==> src/hw/rtl/expression_token_scanner_defines.svh <==
// Assertion helpers shared by the scanner modules.
// Each macro expects clk_i and rst_ni in the scope where it is used.
`ifndef EXPRESSION_TOKEN_SCANNER_DEFINES_SVH
`define EXPRESSION_TOKEN_SCANNER_DEFINES_SVH

`ifndef SYNTHESIS
`define ETS_ASSERT(lbl, prop, msg) \
  lbl: assert property (@(posedge clk_i) disable iff (!rst_ni) prop) \
    else $error(msg);
`define ETS_ASSERT_NEXT(lbl, ante, cons, msg) \
  lbl: assert property (@(posedge clk_i) disable iff (!rst_ni) (ante) |=> (cons)) \
    else $error(msg);
`else
`define ETS_ASSERT(lbl, prop, msg)
`define ETS_ASSERT_NEXT(lbl, ante, cons, msg)
`endif

`endif

==> src/hw/rtl/ets_pkg.sv <==
`default_nettype none

package ets_pkg;

  localparam int unsigned TEXT_LEN = 65536;
  localparam int unsigned OUT_DEPTH = 4;

  typedef enum logic [3:0] {
    PH_IDLE  = 4'd0,
    PH_SIGN  = 4'd1,
    PH_HOLD  = 4'd2,
    PH_NAME  = 4'd3,
    PH_MANT  = 4'd4,
    PH_EMARK = 4'd5,
    PH_EDIG  = 4'd6
  } phase_e;

  // Token kinds.
  localparam logic [4:0] KIND_NONE     = 5'd0;
  localparam logic [4:0] KIND_NAME     = 5'd0;
  localparam logic [4:0] KIND_NUMBER   = 5'd1;
  localparam logic [4:0] KIND_END      = 5'd2;
  localparam logic [4:0] KIND_PLUS     = 5'd3;
  localparam logic [4:0] KIND_MINUS    = 5'd4;
  localparam logic [4:0] KIND_STAR     = 5'd5;
  localparam logic [4:0] KIND_SLASH    = 5'd6;
  localparam logic [4:0] KIND_ASSIGN   = 5'd7;
  localparam logic [4:0] KIND_LPAREN   = 5'd8;
  localparam logic [4:0] KIND_RPAREN   = 5'd9;
  localparam logic [4:0] KIND_COMMA    = 5'd10;
  localparam logic [4:0] KIND_NOT      = 5'd11;
  localparam logic [4:0] KIND_LT       = 5'd12;
  localparam logic [4:0] KIND_GT       = 5'd13;
  localparam logic [4:0] KIND_LE       = 5'd14;
  localparam logic [4:0] KIND_GE       = 5'd15;
  localparam logic [4:0] KIND_EQ       = 5'd16;
  localparam logic [4:0] KIND_NE       = 5'd17;
  localparam logic [4:0] KIND_AND      = 5'd18;
  localparam logic [4:0] KIND_OR       = 5'd19;
  localparam logic [4:0] KIND_PLUS_EQ  = 5'd20;
  localparam logic [4:0] KIND_MINUS_EQ = 5'd21;
  localparam logic [4:0] KIND_STAR_EQ  = 5'd22;
  localparam logic [4:0] KIND_SLASH_EQ = 5'd23;
  localparam logic [4:0] KIND_ERROR    = 5'd24;

  // Error codes.
  localparam logic [1:0] ERR_NONE      = 2'd0;
  localparam logic [1:0] ERR_CONTROL   = 2'd1;
  localparam logic [1:0] ERR_OTHER     = 2'd2;
  localparam logic [1:0] ERR_END_TWICE = 2'd3;

  // Characters.
  localparam logic [7:0] CH_NUL        = 8'h00;
  localparam logic [7:0] CH_SPACE      = 8'h20;
  localparam logic [7:0] CH_TAB        = 8'h09;
  localparam logic [7:0] CH_CR         = 8'h0D;
  localparam logic [7:0] CH_PLUS       = 8'h2B;
  localparam logic [7:0] CH_MINUS      = 8'h2D;
  localparam logic [7:0] CH_STAR       = 8'h2A;
  localparam logic [7:0] CH_SLASH      = 8'h2F;
  localparam logic [7:0] CH_EQUAL      = 8'h3D;
  localparam logic [7:0] CH_LPAREN     = 8'h28;
  localparam logic [7:0] CH_RPAREN     = 8'h29;
  localparam logic [7:0] CH_COMMA      = 8'h2C;
  localparam logic [7:0] CH_BANG       = 8'h21;
  localparam logic [7:0] CH_LT         = 8'h3C;
  localparam logic [7:0] CH_GT         = 8'h3E;
  localparam logic [7:0] CH_DOT        = 8'h2E;
  localparam logic [7:0] CH_AMP        = 8'h26;
  localparam logic [7:0] CH_BAR        = 8'h7C;
  localparam logic [7:0] CH_UNDERSCORE = 8'h5F;
  localparam logic [7:0] CH_LOWER_E    = 8'h65;
  localparam logic [7:0] CH_UPPER_E    = 8'h45;
  localparam logic [7:0] CH_DIGIT_0    = 8'h30;
  localparam logic [7:0] CH_DIGIT_9    = 8'h39;
  localparam logic [7:0] CH_LOWER_A    = 8'h61;
  localparam logic [7:0] CH_LOWER_Z    = 8'h7A;
  localparam logic [7:0] CH_UPPER_A    = 8'h41;
  localparam logic [7:0] CH_UPPER_Z    = 8'h5A;

  typedef struct packed {
    logic [4:0]  kind;
    logic [15:0] start;
    logic [7:0]  length;
    logic [1:0]  err;
    logic        last;
  } result_t;

  // Results produced by one accepted byte: a finished token first, then a
  // token that the byte itself starts and completes.
  typedef struct packed {
    logic    valid_a;
    result_t res_a;
    logic    valid_b;
    result_t res_b;
  } push_t;

  function automatic logic is_digit(logic [7:0] c);
    return (c >= CH_DIGIT_0) && (c <= CH_DIGIT_9);
  endfunction

  function automatic logic is_alpha(logic [7:0] c);
    return ((c >= CH_LOWER_A) && (c <= CH_LOWER_Z)) ||
           ((c >= CH_UPPER_A) && (c <= CH_UPPER_Z));
  endfunction

  function automatic logic is_space(logic [7:0] c);
    return (c == CH_SPACE) || ((c >= CH_TAB) && (c <= CH_CR));
  endfunction

  function automatic logic [4:0] single_code(logic [7:0] c);
    logic [4:0] k;
    case (c)
      CH_PLUS:   k = KIND_PLUS;
      CH_MINUS:  k = KIND_MINUS;
      CH_STAR:   k = KIND_STAR;
      CH_SLASH:  k = KIND_SLASH;
      CH_EQUAL:  k = KIND_ASSIGN;
      CH_LPAREN: k = KIND_LPAREN;
      CH_RPAREN: k = KIND_RPAREN;
      CH_COMMA:  k = KIND_COMMA;
      CH_BANG:   k = KIND_NOT;
      CH_LT:     k = KIND_LT;
      CH_GT:     k = KIND_GT;
      default:   k = KIND_NONE;
    endcase
    return k;
  endfunction

  function automatic logic [4:0] pair_code(logic [7:0] c);
    logic [4:0] k;
    case (c)
      CH_LT:    k = KIND_LE;
      CH_GT:    k = KIND_GE;
      CH_EQUAL: k = KIND_EQ;
      CH_BANG:  k = KIND_NE;
      CH_PLUS:  k = KIND_PLUS_EQ;
      CH_MINUS: k = KIND_MINUS_EQ;
      CH_STAR:  k = KIND_STAR_EQ;
      CH_SLASH: k = KIND_SLASH_EQ;
      default:  k = KIND_NONE;
    endcase
    return k;
  endfunction

endpackage

`default_nettype wire

==> src/hw/rtl/ets_core.sv <==
`default_nettype none
`include "expression_token_scanner_defines.svh"

module ets_core #(
  parameter int unsigned TextLen = ets_pkg::TEXT_LEN
) (
  input  wire logic          clk_i,
  input  wire logic          rst_ni,
  input  wire logic          accept_i,
  input  wire logic [7:0]    char_i,
  input  wire logic          sign_op_i,
  output ets_pkg::push_t     push_o
);

  localparam int unsigned PosW = $clog2(TextLen);

  ets_pkg::phase_e phase_q, phase_d;
  logic [7:0]      held_q, held_d;
  logic [15:0]     start_q, start_d;
  logic [7:0]      run_q, run_d;
  logic [PosW-1:0] pos_q, pos_d;
  logic            end_seen_q, end_seen_d;

  logic [PosW+15:0] pos_ext;
  logic [15:0]      pos16;
  logic             absorbed;
  logic             va, vb;
  ets_pkg::result_t res_a, res_b;
  logic             dig;
  logic [7:0]       run_inc;

  assign pos_ext = {16'b0, pos_q};
  assign pos16   = pos_ext[15:0];
  assign dig     = ets_pkg::is_digit(char_i);
  assign run_inc = (run_q == 8'd255) ? run_q : run_q + 8'd1;

  always_comb begin
    phase_d    = phase_q;
    held_d     = held_q;
    start_d    = start_q;
    run_d      = run_q;
    end_seen_d = end_seen_q;
    absorbed   = 1'b0;
    va         = 1'b0;
    vb         = 1'b0;
    res_a      = '{kind: ets_pkg::KIND_NAME, start: start_q, length: run_q,
                   err: ets_pkg::ERR_NONE, last: 1'b0};
    res_b      = '{kind: ets_pkg::KIND_NAME, start: pos16, length: 8'd1,
                   err: ets_pkg::ERR_NONE, last: 1'b1};

    // Continue the token in progress, if any.
    case (phase_q)
      ets_pkg::PH_NAME: begin
        if (ets_pkg::is_alpha(char_i) || dig || char_i == ets_pkg::CH_UNDERSCORE) begin
          run_d    = run_inc;
          absorbed = 1'b1;
        end else begin
          va = 1'b1;
        end
      end
      ets_pkg::PH_MANT: begin
        if (dig || char_i == ets_pkg::CH_DOT) begin
          run_d    = run_inc;
          absorbed = 1'b1;
        end else if (char_i == ets_pkg::CH_LOWER_E || char_i == ets_pkg::CH_UPPER_E) begin
          run_d    = run_inc;
          phase_d  = ets_pkg::PH_EMARK;
          absorbed = 1'b1;
        end else begin
          va         = 1'b1;
          res_a.kind = ets_pkg::KIND_NUMBER;
        end
      end
      ets_pkg::PH_EMARK: begin
        if (dig || char_i == ets_pkg::CH_PLUS || char_i == ets_pkg::CH_MINUS) begin
          run_d    = run_inc;
          phase_d  = ets_pkg::PH_EDIG;
          absorbed = 1'b1;
        end else begin
          va         = 1'b1;
          res_a.kind = ets_pkg::KIND_NUMBER;
        end
      end
      ets_pkg::PH_EDIG: begin
        if (dig) begin
          run_d    = run_inc;
          absorbed = 1'b1;
        end else begin
          va         = 1'b1;
          res_a.kind = ets_pkg::KIND_NUMBER;
        end
      end
      ets_pkg::PH_SIGN, ets_pkg::PH_HOLD: begin
        if (((phase_q == ets_pkg::PH_SIGN) && (dig || char_i == ets_pkg::CH_DOT)) ||
            (held_q == ets_pkg::CH_DOT && dig)) begin
          run_d    = 8'd2;
          phase_d  = ets_pkg::PH_MANT;
          absorbed = 1'b1;
        end else if (char_i == ets_pkg::CH_EQUAL &&
                     ets_pkg::pair_code(held_q) != ets_pkg::KIND_NONE) begin
          va           = 1'b1;
          res_a.kind   = ets_pkg::pair_code(held_q);
          res_a.length = 8'd2;
          absorbed     = 1'b1;
        end else if (held_q == ets_pkg::CH_AMP && char_i == ets_pkg::CH_AMP) begin
          va           = 1'b1;
          res_a.kind   = ets_pkg::KIND_AND;
          res_a.length = 8'd2;
          absorbed     = 1'b1;
        end else if (held_q == ets_pkg::CH_BAR && char_i == ets_pkg::CH_BAR) begin
          va           = 1'b1;
          res_a.kind   = ets_pkg::KIND_OR;
          res_a.length = 8'd2;
          absorbed     = 1'b1;
        end else if (ets_pkg::single_code(held_q) != ets_pkg::KIND_NONE) begin
          va           = 1'b1;
          res_a.kind   = ets_pkg::single_code(held_q);
          res_a.length = 8'd1;
        end else begin
          va           = 1'b1;
          res_a.kind   = ets_pkg::KIND_ERROR;
          res_a.length = 8'd1;
          res_a.err    = ets_pkg::ERR_OTHER;
        end
      end
      default: begin
        phase_d = ets_pkg::PH_IDLE;
      end
    endcase

    if (va) begin
      phase_d = ets_pkg::PH_IDLE;
      if (res_a.kind != ets_pkg::KIND_ERROR) begin
        end_seen_d = 1'b0;
      end
    end

    // A byte not taken by the token in progress starts something new.
    if (!absorbed) begin
      if (char_i == ets_pkg::CH_NUL) begin
        vb           = 1'b1;
        res_b.length = 8'd0;
        if (end_seen_d) begin
          res_b.kind = ets_pkg::KIND_ERROR;
          res_b.err  = ets_pkg::ERR_END_TWICE;
        end else begin
          res_b.kind = ets_pkg::KIND_END;
          end_seen_d = 1'b1;
        end
      end else if (!ets_pkg::is_space(char_i)) begin
        start_d = pos16;
        run_d   = 8'd1;
        held_d  = char_i;
        if (dig) begin
          phase_d = ets_pkg::PH_MANT;
        end else if (ets_pkg::is_alpha(char_i)) begin
          phase_d = ets_pkg::PH_NAME;
        end else if (char_i == ets_pkg::CH_LPAREN || char_i == ets_pkg::CH_RPAREN ||
                     char_i == ets_pkg::CH_COMMA) begin
          vb         = 1'b1;
          res_b.kind = ets_pkg::single_code(char_i);
          end_seen_d = 1'b0;
        end else if ((char_i == ets_pkg::CH_PLUS || char_i == ets_pkg::CH_MINUS) &&
                     !sign_op_i) begin
          phase_d = ets_pkg::PH_SIGN;
        end else if (char_i == ets_pkg::CH_PLUS || char_i == ets_pkg::CH_MINUS ||
                     char_i == ets_pkg::CH_DOT || char_i == ets_pkg::CH_AMP ||
                     char_i == ets_pkg::CH_BAR ||
                     ets_pkg::pair_code(char_i) != ets_pkg::KIND_NONE) begin
          phase_d = ets_pkg::PH_HOLD;
        end else begin
          vb         = 1'b1;
          res_b.kind = ets_pkg::KIND_ERROR;
          res_b.err  = (char_i < ets_pkg::CH_SPACE) ? ets_pkg::ERR_CONTROL
                                                    : ets_pkg::ERR_OTHER;
        end
      end
    end

    res_a.last = !vb;

    if (char_i == ets_pkg::CH_NUL) begin
      pos_d = '0;
    end else if (pos_q == PosW'(TextLen - 1)) begin
      pos_d = '0;
    end else begin
      pos_d = pos_q + PosW'(1);
    end
  end

  always_ff @(posedge clk_i or negedge rst_ni) begin
    if (!rst_ni) begin
      phase_q    <= ets_pkg::PH_IDLE;
      held_q     <= '0;
      start_q    <= '0;
      run_q      <= '0;
      pos_q      <= '0;
      end_seen_q <= 1'b0;
    end else if (accept_i) begin
      phase_q    <= phase_d;
      held_q     <= held_d;
      start_q    <= start_d;
      run_q      <= run_d;
      pos_q      <= pos_d;
      end_seen_q <= end_seen_d;
    end
  end

  assign push_o = '{valid_a: accept_i && va, res_a: res_a,
                    valid_b: accept_i && vb, res_b: res_b};

  `ETS_ASSERT(a_sign_char, (phase_q == ets_pkg::PH_SIGN) |-> (held_q == ets_pkg::CH_PLUS || held_q == ets_pkg::CH_MINUS), "sign phase without a sign character")
  `ETS_ASSERT(a_hold_char, (phase_q == ets_pkg::PH_HOLD) |-> (ets_pkg::pair_code(held_q) != ets_pkg::KIND_NONE || held_q == ets_pkg::CH_DOT || held_q == ets_pkg::CH_AMP || held_q == ets_pkg::CH_BAR), "hold phase with a bad character")
  `ETS_ASSERT_NEXT(a_end_marks, push_o.valid_b && push_o.res_b.kind == ets_pkg::KIND_END, end_seen_q, "end token did not set end_seen")

endmodule

`default_nettype wire

==> src/hw/rtl/ets_out_fifo.sv <==
`default_nettype none
`include "expression_token_scanner_defines.svh"

module ets_out_fifo (
  input  wire logic              clk_i,
  input  wire logic              rst_ni,
  input  wire ets_pkg::push_t    push_i,
  output logic                   ready_o,
  output logic                   valid_o,
  input  wire logic              pop_ready_i,
  output ets_pkg::result_t       data_o
);

  localparam int unsigned PtrW = $clog2(ets_pkg::OUT_DEPTH);
  localparam int unsigned CntW = $clog2(ets_pkg::OUT_DEPTH + 1);

  ets_pkg::result_t mem_q [ets_pkg::OUT_DEPTH];
  logic [PtrW-1:0]  wr_ptr_q, wr_ptr_d;
  logic [PtrW-1:0]  rd_ptr_q, rd_ptr_d;
  logic [CntW-1:0]  cnt_q, cnt_d;
  logic [1:0]       n_push;
  logic             pop;
  ets_pkg::result_t first;
  logic [PtrW-1:0]  wr_next;

  assign n_push  = {1'b0, push_i.valid_a} + {1'b0, push_i.valid_b};
  assign first   = push_i.valid_a ? push_i.res_a : push_i.res_b;
  assign wr_next = wr_ptr_q + PtrW'(1);
  assign valid_o = (cnt_q != '0);
  assign pop     = valid_o && pop_ready_i;
  assign data_o  = mem_q[rd_ptr_q];
  assign ready_o = (cnt_q <= CntW'(ets_pkg::OUT_DEPTH - 2));

  always_comb begin
    wr_ptr_d = wr_ptr_q + PtrW'(n_push);
    rd_ptr_d = pop ? rd_ptr_q + PtrW'(1) : rd_ptr_q;
    cnt_d    = cnt_q + CntW'(n_push) - CntW'(pop);
  end

  always_ff @(posedge clk_i) begin
    if (n_push != 2'd0) begin
      mem_q[wr_ptr_q] <= first;
    end
    if (n_push == 2'd2) begin
      mem_q[wr_next] <= push_i.res_b;
    end
  end

  always_ff @(posedge clk_i or negedge rst_ni) begin
    if (!rst_ni) begin
      wr_ptr_q <= '0;
      rd_ptr_q <= '0;
      cnt_q    <= '0;
    end else begin
      wr_ptr_q <= wr_ptr_d;
      rd_ptr_q <= rd_ptr_d;
      cnt_q    <= cnt_d;
    end
  end

  `ETS_ASSERT(a_cnt_bound, cnt_q <= CntW'(ets_pkg::OUT_DEPTH), "result queue count out of range")
  `ETS_ASSERT(a_push_room, (n_push != 2'd0) |-> (cnt_q <= CntW'(ets_pkg::OUT_DEPTH - 2)), "push without room")
  `ETS_ASSERT_NEXT(a_dual_push, n_push == 2'd2 && !pop, cnt_q == $past(cnt_q) + CntW'(2), "double push count slip")

endmodule

`default_nettype wire

==> src/hw/rtl/expression_token_scanner.sv <==
`default_nettype none

// Streaming lexer for arithmetic expressions. One text byte is taken per
// request on the slave side (byte 0 ends the text and restarts the offset
// count); tokens come out on the master side, most once the byte after them
// arrives (parentheses, commas, ends and bad bytes with the byte itself), so
// one byte gives zero, one or two tokens. The scanner state advances in the
// cycle a byte is accepted and its tokens are visible on the master side from
// the next cycle. A new byte is accepted every cycle while the four-entry result
// queue has two free slots, so the sustained rate is one byte per cycle while
// bytes average at most one token each and the master side takes every token.
module expression_token_scanner #(
  parameter int unsigned TextLen = ets_pkg::TEXT_LEN
) (
  input  wire logic        clk_i,
  input  wire logic        rst_ni,
  input  wire logic        s_axis_tvalid,
  output logic             s_axis_tready,
  input  wire logic [7:0]  s_axis_tdata,  // [7:0] char_byte
  input  wire logic [0:0]  s_axis_tuser,  // [0] sign_as_operator
  output logic             m_axis_tvalid,
  input  wire logic        m_axis_tready,
  output logic [31:0]      m_axis_tdata,  // [4:0] token_kind, [20:5] token_start,
                                          // [28:21] token_length, [30:29] error_code
  output logic             m_axis_tlast   // last_of_run
);

  ets_pkg::push_t   push;
  ets_pkg::result_t head;
  logic             accept;

  assign accept = s_axis_tvalid && s_axis_tready;

  ets_core #(
    .TextLen (TextLen)
  ) u_core (
    .clk_i     (clk_i),
    .rst_ni    (rst_ni),
    .accept_i  (accept),
    .char_i    (s_axis_tdata),
    .sign_op_i (s_axis_tuser[0]),
    .push_o    (push)
  );

  ets_out_fifo u_out_fifo (
    .clk_i       (clk_i),
    .rst_ni      (rst_ni),
    .push_i      (push),
    .ready_o     (s_axis_tready),
    .valid_o     (m_axis_tvalid),
    .pop_ready_i (m_axis_tready),
    .data_o      (head)
  );

  assign m_axis_tdata = {1'b0, head.err, head.length, head.start, head.kind};
  assign m_axis_tlast = head.last;

endmodule

`default_nettype wire

==> config.mk <==
export PLATFORM = sky130hd
export DESIGN_NAME = expression_token_scanner
export DESIGN_NICKNAME = d
export VERILOG_FILES = /design/src/hw/rtl/ets_pkg.sv /design/src/hw/rtl/ets_core.sv /design/src/hw/rtl/ets_out_fifo.sv /design/src/hw/rtl/expression_token_scanner.sv
export VERILOG_INCLUDE_DIRS = /design/src /design/src/hw/rtl
export SDC_FILE = /design/constraint.sdc
export NUM_CORES = 1
export LEC_CHECK = 0
export BUFFER_PORTS_ARGS = -buffer_cell sky130_fd_sc_hd__buf_2
export CORE_AREA = 8 8 144 146
export DETAILED_ROUTE_END_ITERATION = 8
export DIE_AREA = 0 0 152 154
export GPL_ROUTABILITY_DRIVEN = 0
export GPL_TIMING_DRIVEN = 0
export MAX_ROUTING_LAYER = met4
export PLACE_DENSITY = 0.72
export SLEW_MARGIN = 15
export SYNTH_ARGS = -nofsm -noshare
export SYNTH_HDL_FRONTEND = slang
export SYNTH_SLANG_ARGS = --single-unit
export TNS_END_PERCENT = 30
==> constraint.sdc <==
create_clock -name clk_i -period 5.2 [get_ports clk_i]
set_clock_uncertainty 0.1 [all_clocks]
set_input_delay 1.04 -clock clk_i [delete_from_list [all_inputs] [get_ports clk_i]]
set_output_delay 1.04 -clock clk_i [all_outputs]
set_load 0.05 [all_outputs]
**Word level (Yosys, flattened, before mapping)**

Memory sizes are Yosys's and may differ from the RTL's.
Cells that the tools add are included.

- Add/subtract/negate cells: 8
- Multiply operators: 0
- Div/mod/pow operators: 0
- Magnitude comparators: 10
- Equal/unequal tests: 42
- Shifts and indexed selects: 0
- Muxes and demuxes: 122
- Bitwise operators: 3
- Reductions and logical operators: 41

Operator list:

| kind | number |
|---|---|
| 8-bit by 6-bit equality test with 1-bit output, second input constant | 27 |
| 5-bit two-way mux | 29 |
| 8-bit two-way mux | 12 |
| 4-bit case mux with 11 select lines | 2 |
| 5-bit case mux with 8 select lines | 2 |
| 4-bit two-way mux | 13 |
| 8-bit by 7-bit equality test with 1-bit output, second input constant | 5 |
| 8-bit case mux with 5 select lines | 1 |
| 1-bit two-way mux | 39 |
| 16-bit two-way mux | 2 |
| 32-bit two-way mux | 1 |
| 10-bit two-way mux | 3 |
| 2-bit two-way mux | 14 |
| 5-bit case mux with 4 select lines | 1 |
| 16-bit by 1-bit adder with 16-bit output, second input constant | 1 |
| 16-bit equality test, second input constant | 1 |
| 8-bit by 7-bit greater-or-equal comparator with 1-bit output, second input constant | 2 |
| 8-bit by 7-bit <= comparator with 1-bit output, second input constant | 2 |
| 1-bit logical OR | 16 |
| 4-bit case mux with 4 select lines | 1 |
| 5-bit nonzero test | 3 |
| 1-bit logical AND | 14 |
| 4-bit by 3-bit equality test with 1-bit output, second input constant | 3 |
| 1-bit case mux with 5 select lines | 2 |
| 24 further kinds | 30 |

- Register bits: 60
- Latch bits: 0
- RAM bits: 128
- ROM bits: 0
- Input bits: 13
- Logic and storage cells: 236
- Memories kept: 1

Memories:

| name | words | width | read ports | clocked after Yosys merged registers in | wr ports | RTL line | text |
|---|---|---|---|---|---|---|---|
| u_out_fifo.mem_q | 4 | 32 | 1 | 0 | 2 | ets_out_fifo.sv:17 | `ets_pkg::result_t mem_q [ets_pkg::OUT_DEPTH];` |

**Logic depth before layout (Yosys ltp)**

Gate-level depths: netlist (run 1).

- Word-level depth: 28
- Mapped depth: 18

**By module**

From an unflattened synthesis (run 1), not the netlist that was laid out.

- Cells, all modules: 959
- Area, all modules: 11407.2 µm²

By module, submodules not included:

| module | times used | cells each | area each (µm²) | seq. area each (µm²) |
|---|---|---|---|---|
| ets_out_fifo | 1 | 515 | 7413.4 | 4018.9 |
| ets_core | 1 | 441 | 3976.3 | 1326.3 |
| expression_token_scanner | 1 | 3 | 17.5 | 0.0 |

**Worst setup path after synthesis (run 1)**

Ideal clock, no wire load.

- Path kind: input port to flip-flop
- From: input s_axis_tdata[1]
- To: memory u_out_fifo.mem_q[2][30] (netlist bit), data pin
- Data arrival time: 4.742 ns
- Data required time: 4.944 ns
- Slack: 0.202 ns
- Stages: 16
- Cells stage by stage: buf_4 -> nor3_1 -> and2_1 -> nor3_1 -> o21ai_2 -> nand3b_4 -> nor4_4 -> nand2_1 -> ha_1 -> or3b_2 -> clkbuf_1 -> and2_1 -> clkbuf_1 -> inv_1 -> nand2_1 -> o22ai_1

RTL lines:

| element | RTL line | text |
|---|---|---|
| start, declared | expression_token_scanner.sv:19 | `input wire logic [7:0] s_axis_tdata,` |
| end, declared | ets_out_fifo.sv:17 |  |

==> results_dict.tcl, run 1 <==
set metrics [dict create \
    hpwl_mm 16.9 \
    clock-sinks 188 \
    hold_start "u_out_fifo.mem_q[3][4]" \
    syn_area_per_cell_sq_um 11.8 \
    gr-total-overflow 0 \
    cts_buffers 17 \
    crit_start "s_axis_tdata[2]" \
    path_cells "buf_2 -> buf_2 -> nor3_1 -> and2_1 -> nor3_1 -> o21ai_2 -> nand3b_4 -> nor4_4 -> nand2_1 -> inv_1 -> ha_1 -> inv_1 -> or3_1 -> and2_1 -> buf_2 -> a21oi_4 -> buf_6 -> a22o_1" \
    p_per_area_nw_per_um2 532 \
    port_buffers 46 \
    ys.flop_type "edfxtp_1" \
    cp_common_cell "buf_2" \
    ys_seq_area_frac 0.504 \
    period_needed_ns 4.96 \
    min_path_type "reg -> reg" \
    grt_usage 0.218 \
    grt_setup_unrepaired "no" \
    insertion_delay_ns 0.43 \
    root_buffer "clkbuf_16" \
    drc 0 \
    rrSetupSlack_ns 0.54 \
    holdWs_ns 0.358 \
    wirelength_mm 24.6 \
    slowest_stage "or3_1" \
    cp_max_fo 10 \
    maxSlewHeadroom 0.383 \
    dieWidth_microns 152 \
    leakage_nw 4.08 \
    synth_edf_count 96 \
    critPathMaxStageDelay_ns 0.52 \
    die_area_sq_um 23400 \
    htreeDepth 4 \
    synthCells 847 \
    ir_drop_v 0.000300 \
    grt_pass1_wl_mm 39.4 \
    num_antenna_cells 0 \
    grt_pass1_vias 7018 \
    first_iter_violations 628 \
    slew_viol_final 0 \
    postCtsHoldBufs 0 \
    period_share 0.953 \
    fmax_mhz 202 \
    cts_tree "built" \
    cts_buffer_depth 2 \
    start_util 0.540 \
    synth_cell_type_count 85 \
    critPathKind "in -> reg" \
    finalSetupViolations 0 \
    rows 50 \
    startpoint_type "input pin" \
    reg2regPathDepth 17 \
    regArea_sq_um 5020 \
    drive_gt1_frac 0.222 \
    grt_antenna_before_repair 0 \
    crit_arrival_ns 5.16 \
    post-route-util 0.604 \
    status "completed" \
    min_path_cells 2 \
    firstDrtPassIters 5 \
    grt_max_degree 61 \
    fillers 1452 \
    tightest_slew_ns 0.925 \
    vias 7372 \
    core_region_area_sq_um 18500 \
    worstSetupEndpointType "register" \
    drv_cap 0 \
    viasPerCell 6.32 \
    syn-cell-area_sq_um 9970 \
    syn-num-nets 869 \
    pin_count 48 \
    synth.yosys.warnings 0 \
    fin_cells 1167 \
    worst-path-stages 18 \
    hold_viol 0 \
    worstReg2RegStart "u_core.held_q[4]" \
    nets 942 \
    placed_cells_incl_taps 1127 \
    area.growth.synth_to_final_pct 11.8 \
    multi_input_comb_area_sq_um 4510 \
    die_y_microns 154 \
    synth_seq_cells 188 \
    async_flop_share 0.319 \
    wl_per_cell_microns 21.1 \
    crit_buf_inv 6 \
    ant_nets 0 \
    crit_family "simple AND/OR/NAND/NOR gates" \
    clk_pin_slew_worst_paths_ns 0.07 \
    required_ns 5.40 \
]
-- cell usage after synthesis (4+ instances only) --
library cell   n  area share
buf_2         11      0.0055
mux4_2        32       0.072
nand2b_1       5      0.0031
and2_1        15      0.0094
xnor2_1       11      0.0097
or3_1          9      0.0056
nor2b_1        6      0.0038
a31oi_1        4      0.0025
buf_1          6      0.0023
nor2_1        59       0.022
nor3_1        24       0.012
nand2_1       61       0.023
inv_1         20      0.0075
a21oi_4        5      0.0082
dfrtp_1       60        0.15
o21ai_0       26       0.013
a22o_1        89       0.078
dfxtp_1       32       0.064
a211oi_1       4      0.0030
mux2_4        22       0.033
a21oi_1       25       0.013
o22ai_1       28       0.018
edfxtp_1      96        0.29
nor2_2         7      0.0044
and3_1         7      0.0044
buf_6         10       0.011
nand4_1       13      0.0082
xor2_1        10      0.0088
nand3b_1       5      0.0038
nand3_1       19      0.0095
ha_1           8       0.010
clkbuf_1      37       0.014
-- logic make-up (layout without fill, tap and decap cells) --
kind of cell,after synthesis,count (layout),share of synthesized area
buffers and inverters,88,174,0.0434
AOI/OAI and AO/OA,224,224,0.174
and+or+nand+nor,260,260,0.139
muxes,56,56,0.108
adders and majority gates,9,9,0.0121
other,1,1,0.000376
DFF,188,188,0.504
xor gates and xnor gates,21,21,0.0185
-- area by class of cell --
| class | count | area share |
|---|---|---|
| clock buffer | 18 | 0.0385 |
| inverter | 21 | 0.00887 |
| sequential | 188 | 0.451 |
| tap | 234 | 0.0263 |
| buffer | 64 | 0.0304 |
| timing repair inverter | 4 | 0.00269 |
| clock inverter | 14 | 0.0119 |
| multi-input combinational | 571 | 0.405 |
| timing repair buffer | 53 | 0.0256 |
-- routing by layer --
metal  up-vias  track usage  part of all wire
li1       3411            -                 -
met1      3621        0.300              0.46
met2       302        0.322              0.46
met3        38       0.0406             0.064
met4         0       0.0662             0.020
met5         -            -                 0
-- final timing paths --
check                                               end
min in group asynchronous             u_core.phase_q[3]
worst max-delay path            u_out_fifo.mem_q[1][23]
worst max register to register  u_out_fifo.mem_q[1][23]
worst min register to register   u_out_fifo.mem_q[3][4]
max in group asynchronous              u_core.pos16[10]
worst min-delay path             u_out_fifo.mem_q[3][4]
-- per-stage QoR --
step	instance area (sq um)	setup slack [ns]	setup TNS, ns	power (mW)
2_1_floorplan	9970	0.202	0	4.03
3_3_place_gp	10500	-1.26	-105.18	4.62
3_5_place_dp	10500	-1.43	-116.13	4.66
4_1_cts	11100	0.0562	0	5.94
5_1_grt	11100	0.0641	0	6.21
6_report	11100	0.244	0	5.93
-- worst register-to-register path, delay by kind of cell, from the launching register on --
kind	cells	cell delay [ns]
buf+inv	5	0.94
fa+ha+maj	1	0.23
flops	1	0.47
compound gates	5	0.90
simple gates	6	1.90
-- state kept, by name, summed over array words and instances, names as in the netlist --
register,count
u_out_fifo.mem_q,128
u_core.pos16,16
u_core.start_q,16
u_core.held_q,8
u_core.run_q,8
u_core.phase_q,4
u_out_fifo.cnt_q,3
u_out_fifo.rd_ptr_q,2
u_out_fifo.wr_ptr_q,2
u_core.end_seen_q,1
-- cell usage in the layout (no fill, tap or decap), types with 4 or more instances in the layout --
master      count
dfxtp_1        32
buf_2          57
edfxtp_1       96
nor3_1         24
dfrtp_1        60
nand4_1        13
o21ai_0        26
ha_1            8
inv_1          16
clkbuf_16      17
nand3_1        19
clkinv_4        4
a21oi_1        25
and2_1         12
nand2_1        61
nor2_1         59
nand2b_1        5
buf_6          10
buf_4          10
mux4_2         32
nor2b_1         6
clkinvlp_4      9
a21oi_4         5
a31oi_1         4
inv_6           4
xor2_1         10
clkbuf_1       34
a211oi_1        4
buf_1           6
xnor2_1        11
nor2_2          7
mux2_4         22
a22o_1         89
nand3b_1        5
or3_1           9
and3_1          7
o22ai_1        28
-- power by group --
| group | switching [mW] | internal [mW] |
|---|---|---|
| sequential | 0.173 | 1.87 |
| combinational | 1.76 | 0.879 |
| clock | 0.608 | 0.632 |
-- repair_timing --
item                       4_1_cts  5_1_grt
buffers inserted                 7        0
pin swaps                        0        1
setup endpoints to repair      120      114
hold endpoints to repair         0        0
gates resized for setup          9        4
gates cloned                     4        0
No activity file was read; power rests on OpenSTA's default activity.
==> inputs of run 2 (changes only) <==
--- a/config.mk
+++ b/config.mk
@@ -7,13 +7,15 @@
 export NUM_CORES = 1
 export LEC_CHECK = 0
 export BUFFER_PORTS_ARGS = -buffer_cell sky130_fd_sc_hd__buf_2
-export CORE_AREA = 8 8 144 146
+export CELL_PAD_IN_SITES_DETAIL_PLACEMENT = 2
+export CELL_PAD_IN_SITES_GLOBAL_PLACEMENT = 2
+export CORE_AREA = 8 8 162 164
 export DETAILED_ROUTE_END_ITERATION = 8
-export DIE_AREA = 0 0 152 154
+export DIE_AREA = 0 0 170 172
 export GPL_ROUTABILITY_DRIVEN = 0
 export GPL_TIMING_DRIVEN = 0
 export MAX_ROUTING_LAYER = met4
-export PLACE_DENSITY = 0.72
+export PLACE_DENSITY_LB_ADDON = 0.1
 export SLEW_MARGIN = 15
 export SYNTH_ARGS = -nofsm -noshare
 export SYNTH_HDL_FRONTEND = slang
==> run 2 against run 1 <==
Die area grew 25%. Highest routed layer unchanged. Count of clock-buffer cells in the layout is 1 lower. Largest cell class unchanged. Non-clock buffer count is 6 lower. Combinational power grew 5%. Critical path depth is 3 lower. First-iteration DRC count down 38%.
==> results_dict.tcl, run 2 (synthesized netlist as in run 1, its figures left out) <==
set metrics [dict create \
    status "completed" \
    nets 932 \
    grt_pass1_vias 8508 \
    comb_power_share 0.444 \
    rows 57 \
    layout_commonest_cell "edfxtp_1" \
    worstSetupEndpointType "register" \
    port_buffers 46 \
    postCtsHoldBufs 0 \
    tns_ns 0 \
    top_usage_layer "met2" \
    insertion_delay_ns 0.44 \
    grt_usage 0.234 \
    viasPerCell 6.10 \
    fin_cells 1247 \
    cts_buffer_depth 2 \
    htreeDepth 4 \
    ir_drop_v 0.000221 \
    cp_max_fo 26 \
    place_worst_setup_slack_ns -1.35 \
    tightest_slew_ns 1.08 \
    start_util 0.418 \
    grt_pass1_wl_mm 50.8 \
    cts_buffers 17 \
    drive_gt1_frac 0.218 \
    clkPwrFrac 0.227 \
    post-route-util 0.475 \
    grt_max_degree 38 \
    use_met1 0.266 \
    switchingPower_mw 2.78 \
    reg2regPathDepth 14 \
    firstDrtPassIters 5 \
    period_needed_ns 4.94 \
    p_seq_frac 0.329 \
    clk_pin_slew_worst_paths_ns 0.08 \
    num_antenna_cells 0 \
    largest-register "u_out_fifo.mem_q" \
    wirelength_mm 32.2 \
    grt_setup_unrepaired "no" \
    root_buffer "clkbuf_16" \
    p_per_area_nw_per_um2 551 \
    use_met2 0.422 \
    drc 0 \
    p_sw_frac 0.446 \
    crit_arrival_ns 4.99 \
    finalSetupViolations 0 \
    area.growth.synth_to_final_pct 13.5 \
    die_y_microns 172 \
    die_area_sq_um 29200 \
    required_ns 5.25 \
    critPathKind "in -> reg" \
    pin_count 48 \
    drv_cap 0 \
    p_int_mw 3.46 \
    fmax_mhz 202 \
    first_iter_violations 389 \
    ant_nets 0 \
    placed_cells_incl_taps 1218 \
    gr-total-overflow 0 \
    maxSlewHeadroom 0.280 \
    met3_usage 0.0304 \
    hold_viol 0 \
    grt_antenna_before_repair 0 \
    cts_tree "built" \
    timing.final.ws_setup_ns 0.258 \
    mostFrequentLayoutCells "edfxtp_1 (96), a22o_1 (89), nand2_1 (61)" \
    min_path_type "reg -> reg" \
    slew_viol_final 0 \
    wl_per_cell_microns 25.8 \
    dieWidth_microns 170 \
    leakage_nw 4.13 \
    core_region_area_sq_um 23800 \
    period_share 0.950 \
    largest_register_ffs 128 \
    vias 7610 \
    critPathMaxStageDelay_ns 0.55 \
    startpoint_type "input pin" \
    hpwl_mm 22.7 \
    path_cells "buf_2 -> o21ai_0 -> nand4_1 -> a221oi_4 -> o22ai_2 -> o21a_1 -> buf_6 -> clkinv_4 -> ha_1 -> or3_1 -> clkbuf_1 -> and2_2 -> inv_4 -> nand2_1 -> o22ai_1" \
    slowest_stage "a221oi_4" \
    min_path_cells 2 \
    clock-sinks 188 \
]
[run 2: area by class of cell]
class	count	area, sq um
buffer	63	334
clock buffer	17	425
sequential	188	5020
timing repair buffer	48	260
multi-input combinational	571	4530
clock inverter	15	230
inverter	21	106
tap	324	405
fill	2464	12500
[run 2: timing repair]
item,CTS,global route
endpoints found under the setup margin,172,13
resized for setup,10,6
setup buffers,1,0
hold endpoints to repair,0,0
pin swaps,1,0
[run 2: per-stage QoR]
step                      hold WS, ns  instance area (sq um)  power, mW
after floorplan                 0.320                   9970       4.03
after global placement          0.349                  10600       4.73
after detailed placement        0.350                  10600       4.85
after CTS                       0.380                  11300       6.29
after global routing            0.399                  11300       6.54
final                           0.372                  11300       6.24
[run 2: layer usage]
layer	up-vias	share of wire
met4	0	0.029
met2	172	0.53
met1	3998	0.41
met5	-	0
met3	64	0.029
li1	3376	-
[run 2: power groups by stage]
| stage | Clock, mW | Sequential [mW] | Combinational, mW |
|---|---|---|---|
| 2_1_floorplan | 0 | 2.02 | 2.01 |
| 3_3_place_gp | 0 | 2.06 | 2.67 |
| 3_5_place_dp | 0 | 2.09 | 2.76 |
| 4_1_cts | 1.44 | 2.05 | 2.79 |
| 5_1_grt | 1.49 | 2.09 | 2.96 |
| 6_report | 1.42 | 2.05 | 2.77 |
[run 2: final timing paths]
kind	startpoint	endpoint	slack, ns
min	u_out_fifo.mem_q[3][4]	u_out_fifo.mem_q[3][4]	0.37
max	s_axis_tdata[1]	u_out_fifo.mem_q[0][30]	0.26
max reg2reg	u_core.held_q[4]	u_out_fifo.mem_q[0][30]	0.56
min reg2reg	u_out_fifo.mem_q[3][4]	u_out_fifo.mem_q[3][4]	0.37
max in group asynchronous	rst_ni	u_core.pos16[7]	4.03
min in group asynchronous	rst_ni	u_core.held_q[3]	0.42
[run 2: critical path, delay by kind of cell]
family          cells  cell delay [ns]
compound gates      5             1.53
fa+ha+maj           1             0.22
buf+inv             5             1.08
simple gates        4             1.11
